$ cat src/hdl/bnms_pkg.sv
// ----------------------------------------------------------------------------
// bnms_pkg
// Types, constants and helpers shared by the box suppression unit.
// ----------------------------------------------------------------------------
package bnms_pkg;

  localparam int MAX_KEPT    = 64;
  localparam int COORD_BITS  = 16;
  localparam int KADDR_BITS  = $clog2(MAX_KEPT);
  localparam int KCNT_BITS   = 7;
  localparam int IDX_BITS    = 14;
  localparam int THR_BITS    = 9;
  localparam int CLUS_BITS   = 4;
  localparam int EDGE_BITS   = COORD_BITS + 2;
  localparam int AREA_BITS   = 2 * EDGE_BITS + 2;
  localparam int PROD_BITS   = AREA_BITS + THR_BITS + 2;

  localparam logic [IDX_BITS-1:0]  IDX_MAX       = '1;
  localparam logic [THR_BITS-1:0]  THR_RESET     = 9'd128;
  localparam logic [CLUS_BITS-1:0] CLUS_RESET    = 4'd2;

  localparam logic CFG_IOU_THRESHOLD    = 1'b0;
  localparam logic CFG_KEEP_PER_CLUSTER = 1'b1;

  typedef struct packed {
    logic                         frame_start;
    logic signed [COORD_BITS-1:0] center_x;
    logic signed [COORD_BITS-1:0] center_y;
    logic signed [COORD_BITS-1:0] box_width;
    logic signed [COORD_BITS-1:0] box_height;
  } in_word_t;

  typedef struct packed {
    logic                 keep;
    logic [IDX_BITS-1:0]  item_index;
    logic [KCNT_BITS-1:0] kept_total;
    logic                 store_full;
  } out_word_t;

  // Box as edges in doubled units.
  typedef struct packed {
    logic signed [EDGE_BITS-1:0] x1;
    logic signed [EDGE_BITS-1:0] x2;
    logic signed [EDGE_BITS-1:0] y1;
    logic signed [EDGE_BITS-1:0] y2;
  } edge_box_t;

  typedef enum logic [2:0] {
    ST_IDLE,
    ST_READ,
    ST_CMP,
    ST_DECIDE,
    ST_OUT
  } seq_state_t;

  function automatic edge_box_t to_edges(input in_word_t w);
    edge_box_t e;
    logic signed [EDGE_BITS-1:0] cx2, cy2, bw, bh;
    cx2  = EDGE_BITS'(w.center_x) <<< 1;
    cy2  = EDGE_BITS'(w.center_y) <<< 1;
    bw   = EDGE_BITS'(w.box_width);
    bh   = EDGE_BITS'(w.box_height);
    e.x1 = cx2 - bw;
    e.x2 = cx2 + bw;
    e.y1 = cy2 - bh;
    e.y2 = cy2 + bh;
    return e;
  endfunction

endpackage

$ cat src/hdl/bnms_iou.sv
// ----------------------------------------------------------------------------
// bnms_iou
// Three-stage overlap test of a new box against one stored box.
// ----------------------------------------------------------------------------
module bnms_iou (
  input  logic                           clk,
  input  logic                           rst_n,
  input  logic                           start,
  input  bnms_pkg::edge_box_t            box_a,
  input  bnms_pkg::edge_box_t            box_b,
  input  logic [bnms_pkg::THR_BITS-1:0]  thr,
  output logic                           done,
  output logic                           hit
);

  localparam int EB = bnms_pkg::EDGE_BITS;
  localparam int AB = bnms_pkg::AREA_BITS;
  localparam int PB = bnms_pkg::PROD_BITS;

  logic                 v1_r, v2_r, v3_r;
  logic signed [EB:0]   iw_r, ih_r, aw_r, ah_r, bw_r, bh_r;
  logic signed [AB-1:0] inter_r, uni_r;
  logic                 hit_r;

  logic signed [EB-1:0] ix1, ix2, iy1, iy2;
  logic signed [EB:0]   dx, dy;
  logic signed [AB-1:0] inter_w, area_a, area_b;
  logic signed [PB-1:0] lhs, rhs;

  always_comb begin
    ix1 = (box_a.x1 > box_b.x1) ? box_a.x1 : box_b.x1;
    ix2 = (box_a.x2 < box_b.x2) ? box_a.x2 : box_b.x2;
    iy1 = (box_a.y1 > box_b.y1) ? box_a.y1 : box_b.y1;
    iy2 = (box_a.y2 < box_b.y2) ? box_a.y2 : box_b.y2;
    dx  = (EB+1)'(ix2) - (EB+1)'(ix1);
    dy  = (EB+1)'(iy2) - (EB+1)'(iy1);
    inter_w = AB'(iw_r) * AB'(ih_r);
    area_a  = AB'(aw_r) * AB'(ah_r);
    area_b  = AB'(bw_r) * AB'(bh_r);
    lhs = PB'(inter_r) <<< 8;
    rhs = PB'(uni_r) * PB'($signed({1'b0, thr}));
  end

  always_ff @(posedge clk) begin
    if (!rst_n) begin
      v1_r <= 1'b0;
      v2_r <= 1'b0;
      v3_r <= 1'b0;
    end else begin
      v1_r <= start;
      v2_r <= v1_r;
      v3_r <= v2_r;
    end
    iw_r <= (dx > 0) ? dx : '0;
    ih_r <= (dy > 0) ? dy : '0;
    aw_r <= (EB+1)'(box_a.x2) - (EB+1)'(box_a.x1);
    ah_r <= (EB+1)'(box_a.y2) - (EB+1)'(box_a.y1);
    bw_r <= (EB+1)'(box_b.x2) - (EB+1)'(box_b.x1);
    bh_r <= (EB+1)'(box_b.y2) - (EB+1)'(box_b.y1);
    inter_r <= inter_w;
    uni_r   <= area_a + area_b - inter_w;
    hit_r   <= (uni_r > 0) && (lhs > rhs);
  end

  assign done = v3_r;
  assign hit  = hit_r;

endmodule

$ cat config.mk
export PLATFORM = sky130hd
export DESIGN_NAME = bnms_iou
export DESIGN_NICKNAME = d
export VERILOG_FILES = /design/src/hdl/bnms_pkg.sv /design/src/hdl/bnms_iou.sv
export SDC_FILE = /design/constraint.sdc
export NUM_CORES = 2
export LEC_CHECK = 0
export BUFFER_PORTS_ARGS = -buffer_cell sky130_fd_sc_hd__buf_4
export CORE_MARGIN = 3
export CORE_UTILIZATION = 45
export CTS_CLUSTER_DIAMETER = 60
export CTS_CLUSTER_SIZE = 30
export DETAILED_ROUTE_END_ITERATION = 12
export PLACE_DENSITY = 0.6
export RECOVER_POWER = 25
export SLEW_MARGIN = 15
export SYNTH_ARGS = -nofsm -noshare
export SYNTH_HDL_FRONTEND = slang
export SYNTH_SLANG_ARGS = --single-unit
$ cat constraint.sdc
create_clock -name clk -period 29.5 [get_ports clk]
set_clock_uncertainty 0.1 [all_clocks]
set_input_delay 0 -clock clk [delete_from_list [all_inputs] [get_ports clk]]
set_output_delay 0 -clock clk [all_outputs]
set_load 0.05 [all_outputs]
==> results.md <==
- Status: completed
- Register area share after synthesis: 0.0585
- Util after Layout: 0.488
- Initial antenna violation count: 5
- Final Cycle Share: 0.460
- RR Startpoint: ih_r[10]
- Worst min-delay path class: input pin to flip-flop
- Post-synth ARST share: 0
- Crit path max fanout: 19
- Routed length per instance: 20.2 um
- Layout area overhead: 7.33%
- CP max stage delay: 0.99 ns
- CP startpoint kind: flip-flop
- Yosys top cell area share: 0.454
- Largest net degree at the start of global routing: 55
- Clk slew on worst S/H paths: 0.09 ns
- # Post-CTS Setup Buffers: 0
- Setup ws final: 15.93 ns
- Area contributors post-synth: fa_1, ha_1, inv_1
- Top Layer Used: met5
- # DRC: 0
- Final Hold Viols: 0
- GRT overflow: 0
- R2r setup slk: 15.93 ns
- Syn Inst Count: 7254
- Die Span X: 390 um
- Final Max Tran Viols: 0
- Setup violators final: 0
- Cell depth of the worst hold path: 4
- Metal-1 WL: 77700 um
- Filler cells: 14100
- RSZ-0062 raised after global routing: false
- Ys flop type: dfxtp_1
- WP data required: 29.79 ns
- Synth Area per Inst: 9.15 sq um
- RePlAce Congestion: 0.968
- Die area: 152000 sq um
- Worst-margin pin slew: 1.18 ns
- I/O pins: 158
- ANT nets after route: 0
- Routed wire length: 187000 um
- Total vias in the final route: 48400
- Critical Path End Type: flip-flop
- Cell mode on critical path: fa_1
- Sink of the worst hold path: aw_r[10]
- Yosys warns: 0
- Via/cell ratio: 5.22
- Root Buffer: clkbuf_16
- Port Buffers: 157
- RR Endpoint: uni_r[37]
- Max H-tree Level: 4
- Share of cells above drive strength 1: 0.0382
- CTS buffer count: 17
- Mapped Area: 66400 sq um
- Hold path start: box_a[64]
- Normalized max-slew margin: 0.215
- TritonCTS clock tree: done
- First-pass GRT wire length: 299000 um
- Die height: 390 um
- Flops & latches, synth: 194
- Global-route usage over all layers: 0.254
- Critical Path Slowest Stage Cell: dfxtp_1
- Post-synth EDFFs: 0
- Clk Latency, worst-skew pair: 0.52 ns
- Final TNS setup: 0 ns
- Vias in the first global route: 52700
- Drt first pass iters: 6
- Worst EP arrival: 13.87 ns
- Critical path class: flip-flop to flip-flop
- Area leader, netlist: fa_1
- DR WL met2: 94200 um
- Peak Freq: 73.7 MHz
- Nets: 9644
- CTS sink count: 194
- DP Worst Slack: 16.04 ns
- Met3 WL post-DR: 8120 um
- Initial Util: 0.454
- Core Area: 146000 sq um
- Synth unique cells: 74
- Post-DP HPWL: 161000 um
- Rows: 140
- DR iter-0 viols: 2535
- Longest Clk Path Bufs: 2
- Min Clock Period, post-route: 13.57 ns
- Max cap viols: 0
- Reg2reg path depth: 42
-- cell families after synthesis --
group                    share of synthesized area
adder cells (fa/ha/maj)                      0.575
AND/OR/NAND/NOR                              0.153
buffers and inverters                        0.112
AO/OA/AOI/OAI                               0.0627
XOR/XNOR                                    0.0294
flip-flops                                  0.0585
multiplexers                               0.00926
other                                    0.0000565
-- layout by cell type (no fill, tap or decap), drive strengths merged, types with 116 or more instances in the layout --
cell / n
buf: 195
dfxtp: 194
xnor2: 158
a21oi: 161
o21ai: 116
nor2: 158
and2: 705
ha: 644
fa: 1504
inv: 1701
nand2: 809
dlygate4sd3: 136
-- cell usage after synthesis, drive strengths merged, types with 27 or more instances --
master / number
buf: 30
nor2b: 82
dfxtp: 194
o21a: 37
nor3: 70
a21o: 97
fa: 1504
nand3: 64
o211ai: 27
ha: 644
inv: 1694
clkbuf: 249
nand2b: 51
o21ai: 116
a211oi: 27
xor2: 65
a21oi: 161
mux2i: 40
xnor2: 158
nand4: 31
and2: 705
nor2: 158
nand2: 809
-- critical path: cells and delay by family, from the launching register on --
family | cells | cell delay, ns
buf+inv | 5 | 0.25
simple gates | 3 | 0.36
flops | 1 | 0.99
compound gates | 15 | 3.47
fa+ha+maj | 17 | 7.89
xor+xnor | 2 | 0.34
-- what timing repair did --
| item | 4_1_cts | 5_1_grt |
|---|---|---|
| hold buffers | 136 | 0 |
| hold endpoints to repair | 68 | 0 |
| gates resized for setup | 0 | 0 |
-- metal layers --
metal / track usage / vias up
met1: 0.326 / 24900
met5: 0 / -
met2: 0.451 / 1289
met4: 0.0825 / 2
met3: 0.0238 / 288
li1: - / 21900
-- worst max path at each step --
| stage | start | end | slack (ns) | depth (start not counted) |
|---|---|---|---|---|
| finish | ih_r[10] | uni_r[37] | 15.93 | 42 |
| CTS | ih_r[11] | uni_r[37] | 15.99 | 42 |
| global route | ih_r[10] | uni_r[37] | 15.30 | 42 |
| floorplan | iw_r[18] | uni_r[37] | 17.38 | 44 |
| detailed placement | ih_r[11] | uni_r[37] | 16.04 | 42 |
| global placement | ih_r[11] | uni_r[37] | 16.19 | 42 |
-- sequential cells by signal, indices dropped and copies added (netlist names), 19 cells and up --
name / flops
inter_r: 38
uni_r: 38
ah_r: 19
aw_r: 19
bh_r: 19
bw_r: 19
ih_r: 19
iw_r: 19
-- layout make-up --
cell class / count / area, sq um / share of cell area
diodes: 1 / 2.50 / 0.0000351
repair buffers: 345 / 2880 / 0.0404
multi-input cells: 5088 / 55100 / 0.774
clock inverters: 14 / 169 / 0.00237
inverters: 1694 / 6360 / 0.0893
well taps: 1917 / 2400 / 0.0337
clock buffers: 18 / 439 / 0.00617
flip-flops and latches: 194 / 3880 / 0.0545
-- per-stage QoR --
stage	cells	hold WS, ns	area [sq um]
after global routing	9270	0.0231	71200
after CTS	9270	0.00268	71300
after floorplan	7255	0.0217	66400
after global placement	9102	0.104	69300
final	9271	0.0323	71200
after detailed placement	9102	0.111	69300
Power is left out: the tool's default activity adds up to more than one toggle a clock period on the data nets, which glitch-free logic cannot reach.
